[src/hdl/mvtc_pkg.sv]
// ----------------------------------------------------------------------------
// mvtc_pkg
// Shared constants and control types for the matrix-vector threshold block.
// ----------------------------------------------------------------------------
`default_nettype none

package mvtc_pkg;

   localparam int DIM_MAX_DEF    = 16;
   localparam int DATA_WIDTH_DEF = 16;

   localparam int ACC_W       = 40;
   localparam int THR_W       = 39;
   localparam int LEN_CFG_W   = 5;
   localparam int IDX_FIELD_W = 4;

   localparam logic [LEN_CFG_W-1:0] LEN_RESET = LEN_CFG_W'(16);

   localparam int CSR_AW = 4;
   localparam int CSR_DW = 64;

   // register select, taken from paddr[3]
   localparam logic REG_LEN = 1'b0;
   localparam logic REG_THR = 1'b1;

   localparam int RSP_TDATA_W = ((IDX_FIELD_W + ACC_W + 7) / 8) * 8;

   typedef struct packed {
      logic load_mat;
      logic load_vec;
      logic start;
      logic mac_valid;
      logic mac_first;
      logic mac_last;
      logic emit;
      logic emit_last;
   } mvtc_cmd_type;

   typedef struct packed {
      logic pipe_busy;
      logic out_free;
   } mvtc_status_type;

endpackage

`default_nettype wire

[src/hdl/mvtc_ctrl.sv]
// ----------------------------------------------------------------------------
// mvtc_ctrl
// Sequencer: input acceptance, MAC address walk, pipeline drain, result emit.
// ----------------------------------------------------------------------------
`default_nettype none

module mvtc_ctrl import mvtc_pkg::*; #(
   parameter int DIM_MAX = DIM_MAX_DEF,
   localparam int IDX_W = $clog2(DIM_MAX)
) (
   input  wire logic                   clock,
   input  wire logic                   reset,
   input  wire logic                   in_accept,
   input  wire logic                   in_mode,
   input  wire logic [IDX_FIELD_W-1:0] in_col,
   input  wire logic [IDX_W-1:0]       last_idx,
   input  wire mvtc_status_type        status,
   output mvtc_cmd_type                cmd,
   output logic [IDX_W-1:0]            mac_row,
   output logic [IDX_W-1:0]            mac_col,
   output logic [IDX_W-1:0]            emit_idx,
   output logic                        in_ready
);

   localparam logic [1:0] ST_IDLE  = 2'd0;
   localparam logic [1:0] ST_MAC   = 2'd1;
   localparam logic [1:0] ST_DRAIN = 2'd2;
   localparam logic [1:0] ST_EMIT  = 2'd3;

   logic [1:0]       state_ff, state_in;
   logic [IDX_W-1:0] k_ff, k_in;
   logic [IDX_W-1:0] l_ff, l_in;
   logic [IDX_W-1:0] e_ff, e_in;
   logic             col_ok;
   logic             trigger;

   assign col_ok  = 32'(in_col) < DIM_MAX;
   assign trigger = in_accept & in_mode & (32'(in_col) == 32'(last_idx));

   always_comb begin
      state_in = state_ff;
      k_in     = k_ff;
      l_in     = l_ff;
      e_in     = e_ff;
      cmd      = '0;
      cmd.load_mat = in_accept & ~in_mode;
      cmd.load_vec = in_accept & in_mode & col_ok;
      unique case (state_ff)
         ST_IDLE: begin
            if (trigger) begin
               state_in  = ST_MAC;
               k_in      = '0;
               l_in      = '0;
               cmd.start = 1'b1;
            end
         end
         ST_MAC: begin
            cmd.mac_valid = 1'b1;
            cmd.mac_first = (l_ff == '0);
            cmd.mac_last  = (l_ff == last_idx);
            if (l_ff == last_idx) begin
               l_in = '0;
               k_in = k_ff + 1'b1;
               if (k_ff == last_idx) begin
                  state_in = ST_DRAIN;
               end
            end else begin
               l_in = l_ff + 1'b1;
            end
         end
         ST_DRAIN: begin
            if (!status.pipe_busy) begin
               state_in = ST_EMIT;
               e_in     = '0;
            end
         end
         ST_EMIT: begin
            if (status.out_free) begin
               cmd.emit      = 1'b1;
               cmd.emit_last = (e_ff == last_idx);
               if (e_ff == last_idx) begin
                  state_in = ST_IDLE;
               end else begin
                  e_in = e_ff + 1'b1;
               end
            end
         end
         default: begin
            state_in = ST_IDLE;
         end
      endcase
   end

   always_ff @(posedge clock) begin
      if (reset) begin
         state_ff <= ST_IDLE;
         k_ff     <= '0;
         l_ff     <= '0;
         e_ff     <= '0;
      end else begin
         state_ff <= state_in;
         k_ff     <= k_in;
         l_ff     <= l_in;
         e_ff     <= e_in;
      end
   end

   assign mac_row  = k_ff;
   assign mac_col  = l_ff;
   assign emit_idx = e_ff;
   assign in_ready = (state_ff == ST_IDLE);

endmodule

`default_nettype wire

[config.mk]
export PLATFORM = sky130hd
export DESIGN_NAME = mvtc_ctrl
export DESIGN_NICKNAME = d
export VERILOG_FILES = /design/src/hdl/mvtc_pkg.sv /design/src/hdl/mvtc_ctrl.sv
export SDC_FILE = /design/constraint.sdc
export NUM_CORES = 1
export LEC_CHECK = 0
export BUFFER_PORTS_ARGS = -buffer_cell sky130_fd_sc_hd__clkbuf_2
export CELL_PAD_IN_SITES_DETAIL_PLACEMENT = 1
export CELL_PAD_IN_SITES_GLOBAL_PLACEMENT = 2
export CORE_MARGIN = 3
export CORE_UTILIZATION = 30
export CTS_CLUSTER_DIAMETER = 120
export DETAILED_ROUTE_END_ITERATION = 12
export PLACE_DENSITY_LB_ADDON = 0.3
export SLEW_MARGIN = 25
export SYNTH_ARGS = -nofsm -noshare
export SYNTH_HDL_FRONTEND = slang
export SYNTH_SLANG_ARGS = --single-unit
[constraint.sdc]
create_clock -name clock -period 3.55 [get_ports clock]
set_clock_uncertainty 0.1 [all_clocks]
set_input_delay 0.355 -clock clock [delete_from_list [all_inputs] [get_ports clock]]
set_output_delay 0.355 -clock clock [all_outputs]
set_load 0.02 [all_outputs]
After elaboration in Yosys (flattened, before gate mapping)
Cells that the tools add are included.

Input bits: 14. Flip-flop bits (word level): 14.

Mux-type cells: 21. Eq/ne operators: 14. Reductions and logical operators: 8. Bitwise gates (word level): 4. Add/sub/neg operators: 3.

Operator list (number): 2-to-1 mux 4 bit (6); case mux 4 bit (2 select lines) (3); equality test 4 bit (4); 2-to-1 mux 2 bit (8); inequality test 2 bit (second input constant) (7); adder 4 x 1 -> 4 bit (second input constant) (3); case mux 2 bit (4 select lines) (1); AND reduction 6 bit (1); equality test 2 bit (second input constant) (2); zero test 4 bit (1); AND reduction 4 bit (1); nonzero test 2 bit (2); AND 1 bit (3); 2-to-1 mux 3 bit (1); AND reduction 3 bit (1); equality test 2 x 1 -> 1 bit (second input constant) (1); zero test 2 bit (1); 2-to-1 mux 1 bit (2); AND reduction 2 bit (1); inverter 1 bit (1).

Depth between registers and ports, before layout
Gate-level depths: netlist of the first run.

Depth after elaboration: 4. Depth in mapped cells: 8. Depth with buffers taken out: 7.

Worst setup path after synthesis of the first run
Ideal clock, no wire load.

Path kind: register to register. From: reg state_ff[0]. To: reg k_ff[3] (netlist: mac_row[3]). Library setup time: 0.092 ns. Setup slack: 1.668 ns. Arrival time: 1.690 ns. Required time: 3.358 ns. Path buffers: 0. Cell stages (with the launch flop): 7. Cell sequence: dfxtp_1 -> inv_1 -> ha_1 -> inv_1 -> nor3_1 -> o21ai_0 -> o32ai_1.

Longest elaborated chain between the ends: 3. Elaborated cells between the ends (all ways): 7. Those cells by class: eq/ne (3); mux (1); reduce/logical (3).

Ends and longest elaborated chain: start, declared (RTL line mvtc_ctrl.sv:30) `logic [1:0] state_ff, state_in;`; start signal, assigned (RTL line mvtc_ctrl.sv:101) `state_ff <= state_in;`; zero test 2 bit (*); via in_ready (RTL line mvtc_ctrl.sv:22) `output logic in_ready`; inequality test 2 bit (no source line) or nonzero test 2 bit (tied branches); AND reduction 3 bit (no source line); end signal, assigned (RTL line mvtc_ctrl.sv:102) `k_ff <= k_in;`; end, declared (RTL line mvtc_ctrl.sv:31) `logic [IDX_W-1:0] k_ff, k_in;`.

The timed path passes the listed nets; every way through them passes the cells marked *. A chain may end at the register's enable or synchronous reset.

==> flow_metrics.tcl, run 1 <==
set metrics [dict create \
    synth_edf_count 0 \
    power_density_mw_per_mm2 343.8 \
    ys.flop_type "dfxtp_1" \
    vdd_drop_max_mv 0.2079 \
    netSwitchingFraction_pct 36.66 \
    ant_nets 0 \
    cp.required_ps 3090 \
    seqPwrFrac_pct 38.0 \
    grt_pass1_vias 1079 \
    hold_class "input port to flip-flop" \
    placed_cell_area_mm2 0.001259 \
    fmax_mhz 470.4 \
    synth.most_common_cell "dfxtp_1" \
    setup_tns_ps 0 \
    syn-num-nets 150 \
    finalCriticalPeriod_ps 2126 \
    synth_area_mm2 0.001046 \
    drtIter0Drc 18 \
    p_int_mw 0.2820 \
    worst_path_max_delay_cell "dfxtp_1" \
    ctsResizeCount 0 \
    crit_family "simple AND/OR/NAND/NOR gates" \
    antenna_found_initial 0 \
    ioPinCount 35 \
    min_from "status[1]" \
    crit_fanout 7 \
    grt_max_degree 23 \
    yosysTopAreaCell "dfxtp_1" \
    synth_cell_types 32 \
    chipWidth_um 65.05 \
    tightest_slew_ps 453.2 \
    crit_path_end_kind "output pin" \
    period_share_pct 59.89 \
    first_pass_iters 2 \
    place_inst 203 \
    viasPerCell 5.135 \
    port_buffers 34 \
    coreArea_mm2 0.003178 \
    cts_buffers 3 \
    drv_cap 0 \
    p_leak_nw 0.5246 \
    hold_viol 0 \
    htree_levels 1 \
    drc 0 \
    root_buffer "clkbuf_4" \
    crit_buf_inv 1 \
    tritoncts "done" \
    drive_above_1_share_pct 26.38 \
    n_antenna_cell 0 \
    clock_latency_ps 290 \
    avgRoutedWirePerCell_um 14.35 \
    clockPowerShare_pct 27.3 \
    ys_seq_elements 14 \
    synth_area_leaders "dfxtp_1 (27%), xnor2_1 (10%), ha_1 (9.6%)" \
    via_count 1063 \
    worstPathArrival_ps 1670 \
    p_comb_share_pct 34.7 \
    cts_num_sinks 14 \
    seqCellArea_um2 280.3 \
    post-place-ws_ps 1539 \
    cts_setup_buffers 0 \
    rows 20 \
    status "finished, final reports clean" \
    post-route-util_pct 40.75 \
    crit_chain "xor2_1, nor4_2, and2_2, clkbuf_2" \
    worst_slack_ps 1424 \
    synthCells 128 \
    hpwl_um 2323 \
    rsz0062_at_grt "false" \
    yosys-top-cells-count "dfxtp_1 (14), inv_1 (12), xnor2_1 (12), a21oi_1 (11), nand2_1 (9)" \
    p_sw_mw 0.1632 \
    ctsHoldBuffers 0 \
    post-route-cell-area_mm2 0.001295 \
    grt_pass1_wl_um 5078 \
    worstReg2RegStart "state_ff[1]" \
    start_util_pct 32.91 \
    crit_path_max_incr_delay_ps 490 \
    finalNetCount 186 \
    area_delta_synth_final_pct 23.80 \
    yosysWarnings 0 \
    drv_slew 0 \
    die-area_mm2 0.004232 \
    routabilityCongestion 0.6847 \
    yosys.area.top_type_share_pct 26.79 \
    multi_input_area_um2 708.2 \
    cts.path.max_buffers 2 \
    finalWirelength_um 2970 \
    slew_headroom_pct 69.47 \
    async_reset_ff_share_pct 0 \
    instances_no_fill 207 \
    syn_avg_cell_area_um2 8.172 \
    grt-ovfl-total 0 \
    n_fill_cell 420 \
    setup_viol 0 \
    die_h_um 65.05 \
    crit_type "flip-flop to output pin" \
    yosysSeqAreaShare_pct 26.79 \
    crit_start "mac_col[0]" \
    path_clk_slew_ps 90 \
    grt_use_total_pct 15.28 \
    critPathLaunchType "flip-flop" \
    reg2reg_slack_ps 1570 \
]
## power groups by stage
stage               registers [mW]  clock network, mW  logic, mW
finish                       0.169              0.122      0.155
global route                 0.170              0.133      0.171
CTS                          0.169              0.130      0.156
detailed placement           0.172                  0      0.155
global placement             0.172                  0      0.151
floorplan                    0.171                  0      0.107
## worst paths after layout
check                endpoint  cells past startpoint
setup / recovery       cmd[2]                      4
hold / removal    emit_idx[1]                      4
setup reg to reg  emit_idx[2]                      6
hold reg to reg   emit_idx[3]                      2
## routing by layer
layer | vias to the layer above | share of wire (%) | wire length [um] | global-route usage [%]
met2 | 23 | 48 | 1419 | 27.08
met1 | 517 | 46 | 1371 | 18.51
li1 | 521 | - | - | -
met5 | - | 0 | 0 | 0
met4 | 0 | 0.37 | 11 | 2.332
met3 | 2 | 5.6 | 167 | 4.506
## final cells by class
cell class	instances	share of cell area, %
clock buffers	4	2.802
well taps	44	4.251
flip-flops and latches	14	21.64
repair buffers	34	13.14
inverters	12	3.478
multi-input cells	99	54.69
## kinds of logic after synthesis
family	share of synthesized area [%]
adders and majority gates	9.570
AOI/OAI and AO/OA	17.46
muxes	1.914
buffers and inverters	5.502
DFF	26.79
and+or+nand+nor	25.36
xor gates and xnor gates	13.40
## worst min-delay path: cells and delay by family
| family | cells | cell delay [ps] |
|---|---|---|
| AO/OA/AOI/OAI | 1 | 60 |
| buffers and inverters | 1 | 70 |
| AND/OR/NAND/NOR | 2 | 220 |
## through the flow
stage	hold slack, ps	total power, mW
floorplan	381.5	0.2781
global placement	401.7	0.3225
detailed placement	418.9	0.3268
CTS	359.2	0.4557
global route	431.0	0.4750
finish	365.6	0.4453
## registers in the layout (all words and copies together), names as in the netlist
signal    cells
emit_idx      4
mac_col       4
mac_row       4
state_ff      2
## cell usage in the layout (no fill, tap or decap), drive strengths merged
cell type / netlist / layout
nor2b: 3 / 3
nor4: 1 / 1
nand4: 4 / 4
or2: 1 / 1
nor3: 2 / 2
xnor2: 12 / 12
or3: 4 / 4
clkbuf: 2 / 38
o21ai: 8 / 8
nand3b: 3 / 3
nand2: 9 / 9
mux2i: 2 / 2
ha: 8 / 8
or4: 2 / 2
inv: 12 / 12
a21oi: 11 / 11
nand2b: 5 / 5
dfxtp: 14 / 14
o21bai: 1 / 1
or3b: 2 / 2
o31a: 1 / 1
and2: 3 / 3
nor2: 2 / 2
o32ai: 4 / 4
xor2: 4 / 4
nand3: 4 / 4
o2111a: 1 / 1
a41oi: 1 / 1
o31ai: 1 / 1
No activity file was read; power rests on OpenSTA's default activity.
==> run 2: changes to the inputs <==
--- a/config.mk
+++ b/config.mk
@@ -5,11 +5,12 @@
 export SDC_FILE = /design/constraint.sdc
 export NUM_CORES = 1
 export LEC_CHECK = 0
+export ABC_AREA = 1
 export BUFFER_PORTS_ARGS = -buffer_cell sky130_fd_sc_hd__clkbuf_2
 export CELL_PAD_IN_SITES_DETAIL_PLACEMENT = 1
 export CELL_PAD_IN_SITES_GLOBAL_PLACEMENT = 2
 export CORE_MARGIN = 3
-export CORE_UTILIZATION = 30
+export CORE_UTILIZATION = 26
 export CTS_CLUSTER_DIAMETER = 120
 export DETAILED_ROUTE_END_ITERATION = 12
 export PLACE_DENSITY_LB_ADDON = 0.3
==> constraint.sdc (replaced) <==
create_clock -name clock -period 2.05 [get_ports clock]
set_clock_uncertainty 0.1 [all_clocks]
set_input_delay 0.205 -clock clock [delete_from_list [all_inputs] [get_ports clock]]
set_output_delay 0.205 -clock clock [all_outputs]
set_load 0.02 [all_outputs]
==> run 2 against run 1 <==
Against the previous run: via count up 25%; non-clock buffer count is 1 higher; critical path depth rose by 1; global-route usage down 2.1 points; critical path type unchanged.
==> flow_metrics.tcl, run 2 <==
set metrics [dict create \
    hold_class "input port to flip-flop" \
    hpwl_um 2938 \
    cts_num_sinks 14 \
    synth_cell_types 25 \
    coreArea_mm2 0.004474 \
    worstPathArrival_ps 1540 \
    first_pass_iters 4 \
    syn-num-nets 225 \
    clock_latency_ps 250 \
    die-area_mm2 0.005618 \
    yosysTopAreaCell "dfxtp_1" \
    grt_use_total_pct 13.16 \
    antenna_found_initial 0 \
    crit_path_end_kind "output pin" \
    ys_seq_elements 14 \
    synth.most_common_cell "nand2_1" \
    tritoncts "done" \
    grt_pass1_wl_um 5602 \
    via_count 1333 \
    cts.path.max_buffers 2 \
    avgRoutedWirePerCell_um 11.74 \
    drv_cap 0 \
    path_clk_slew_ps 60 \
    worst_path_max_delay_cell "dfxtp_1" \
    synthCells 203 \
    ioPinCount 35 \
    finalNetCount 265 \
    ant_nets 0 \
    drc 0 \
    post-place-ws_ps 319.5 \
    slew_headroom_pct 80.37 \
    syn_avg_cell_area_um2 6.090 \
    post-route-cell-area_mm2 0.001534 \
    period_share_pct 90.04 \
    tightest_slew_ps 294.2 \
    fmax_mhz 541.7 \
    start_util_pct 27.63 \
    root_buffer "clkbuf_8" \
    routabilityCongestion 0.7028 \
    finalWirelength_um 3453 \
    crit_family "buffers and inverters" \
    cts_setup_buffers 0 \
    status "finished, final reports clean" \
    yosys-top-cells-count "nand2_1 (68), nor2_1 (30), inv_1 (25), dfxtp_1 (14), ha_1 (8)" \
    worst_slack_ps 204.1 \
    n_antenna_cell 0 \
    htree_levels 1 \
    hold_viol 0 \
    crit_buf_inv 3 \
    drv_slew 0 \
    synth_area_mm2 0.001236 \
    place_inst 290 \
    setup_tns_ps 0 \
    die_h_um 74.96 \
    n_fill_cell 627 \
    layout_common_cells "nand2_1 (68), clkbuf_2 (34), nor2_1 (30), inv_1 (25), dfxtp_1 (14)" \
    crit_fanout 6 \
    crit_path_max_incr_delay_ps 340 \
    final_common_cell "nand2_1" \
    crit_chain "inv_1, ha_1, inv_1, nor2_1, clkbuf_2" \
    synth_area_leaders "dfxtp_1 (23%), nand2_1 (21%), nor2_1 (9.1%)" \
    power_density_mw_per_mm2 951.2 \
    yosys.area.top_type_share_pct 22.67 \
    ctsHoldBuffers 0 \
    synth_edf_count 0 \
    rows 24 \
    ys.flop_type "dfxtp_1" \
    cp.required_ps 1750 \
    placed_cell_area_mm2 0.001479 \
    async_reset_ff_share_pct 0 \
    cts_buffers 3 \
    vdd_drop_max_mv 0.3701 \
    crit_path_frequent_cell "inv_1" \
    instances_no_fill 294 \
    ctsResizeCount 0 \
    critPathLaunchType "flip-flop" \
    finalCriticalPeriod_ps 1846 \
    drive_above_1_share_pct 28.51 \
    viasPerCell 4.534 \
    setup_viol 0 \
    grt_pass1_vias 1236 \
    crit_type "flip-flop to output pin" \
    grt-ovfl-total 0 \
    chipWidth_um 74.96 \
    yosysSeqAreaShare_pct 22.67 \
    p_leak_nw 0.7995 \
    drtIter0Drc 30 \
    port_buffers 34 \
    yosysWarnings 0 \
    grt_max_degree 10 \
    rsz0062_at_grt "false" \
    area_delta_synth_final_pct 24.09 \
    holdWs_ps 89.39 \
]
## run 2: cell count changes after synthesis, moves of 7 or more
cell / change
inv_1: +13
nor2_2: +7
a21oi_1: -7
xnor2_1: -10
nor2_1: +28
nand2_1: +59
## run 2: path summary, 6_finish.rpt
kind	slack (ps)	endpoint	start	cells past startpoint
worst min register to register	450	emit_idx[3]	emit_idx[3]	2
worst min-delay path	90	mac_col[2]	reset	2
worst max register to register	330	mac_row[1]	state_ff[1]	8
worst max-delay path	200	cmd[2]	state_ff[1]	5
## run 2: area by class of cell
| class | instances | area (um2) | share of cell area, % |
|---|---|---|---|
| clock buffer | 4 | 55.05 | 3.589 |
| inverter | 32 | 121.4 | 7.912 |
| multi-input combinational | 157 | 834.6 | 54.40 |
| sequential | 14 | 280.3 | 18.27 |
| tap | 52 | 65.06 | 4.241 |
| timing repair buffer | 35 | 177.7 | 11.58 |
## run 2: through the flow
| step | util (%) | total power [mW] |
|---|---|---|
| 2_1_floorplan | - | 0.9755 |
| 3_3_place_gp | 33.05 | 1.202 |
| 3_5_place_dp | 33.05 | 1.205 |
| 4_1_cts | 34.28 | 1.497 |
| 5_1_grt | 34.28 | 1.601 |
| 6_report | 34.28 | 1.459 |
## run 2: worst reg2reg max path, cell delays in order (launching register included)
cell,delay (ps)
dfxtp_1,380
inv_1,80
ha_1,280
inv_1,190
nand2_1,180
nand2_4,160
clkinv_2,80
nand4_1,70
o21ai_0,90
## run 2: kinds of logic (layout without fill, tap and decap cells)
family	after synthesis	in the layout	synth area share [%]
AND/OR/NAND/NOR	128	128	47.67
XOR/XNOR	4	4	2.835
adder cells (fa/ha/maj)	8	8	8.097
buffers and inverters	32	71	9.817
AO/OA/AOI/OAI	17	17	8.907
flip-flops	14	14	22.67
## run 2: per-layer routing
metal / vias to the layer above / wire, um / track usage (%)
li1: 693 / - / -
met1: 608 / 1658 / 17.15
met2: 27 / 1588 / 21.66
met3: 5 / 164 / 2.804
met4: 0 / 41 / 4.150
met5: - / 0 / 0
## run 2: power breakdown
group	internal (mW)	leakage, nW	switching, mW
Clock	0.170	0.0288	0.108
Combinational	0.268	0.657	0.508
Sequential	0.330	0.114	0.0744
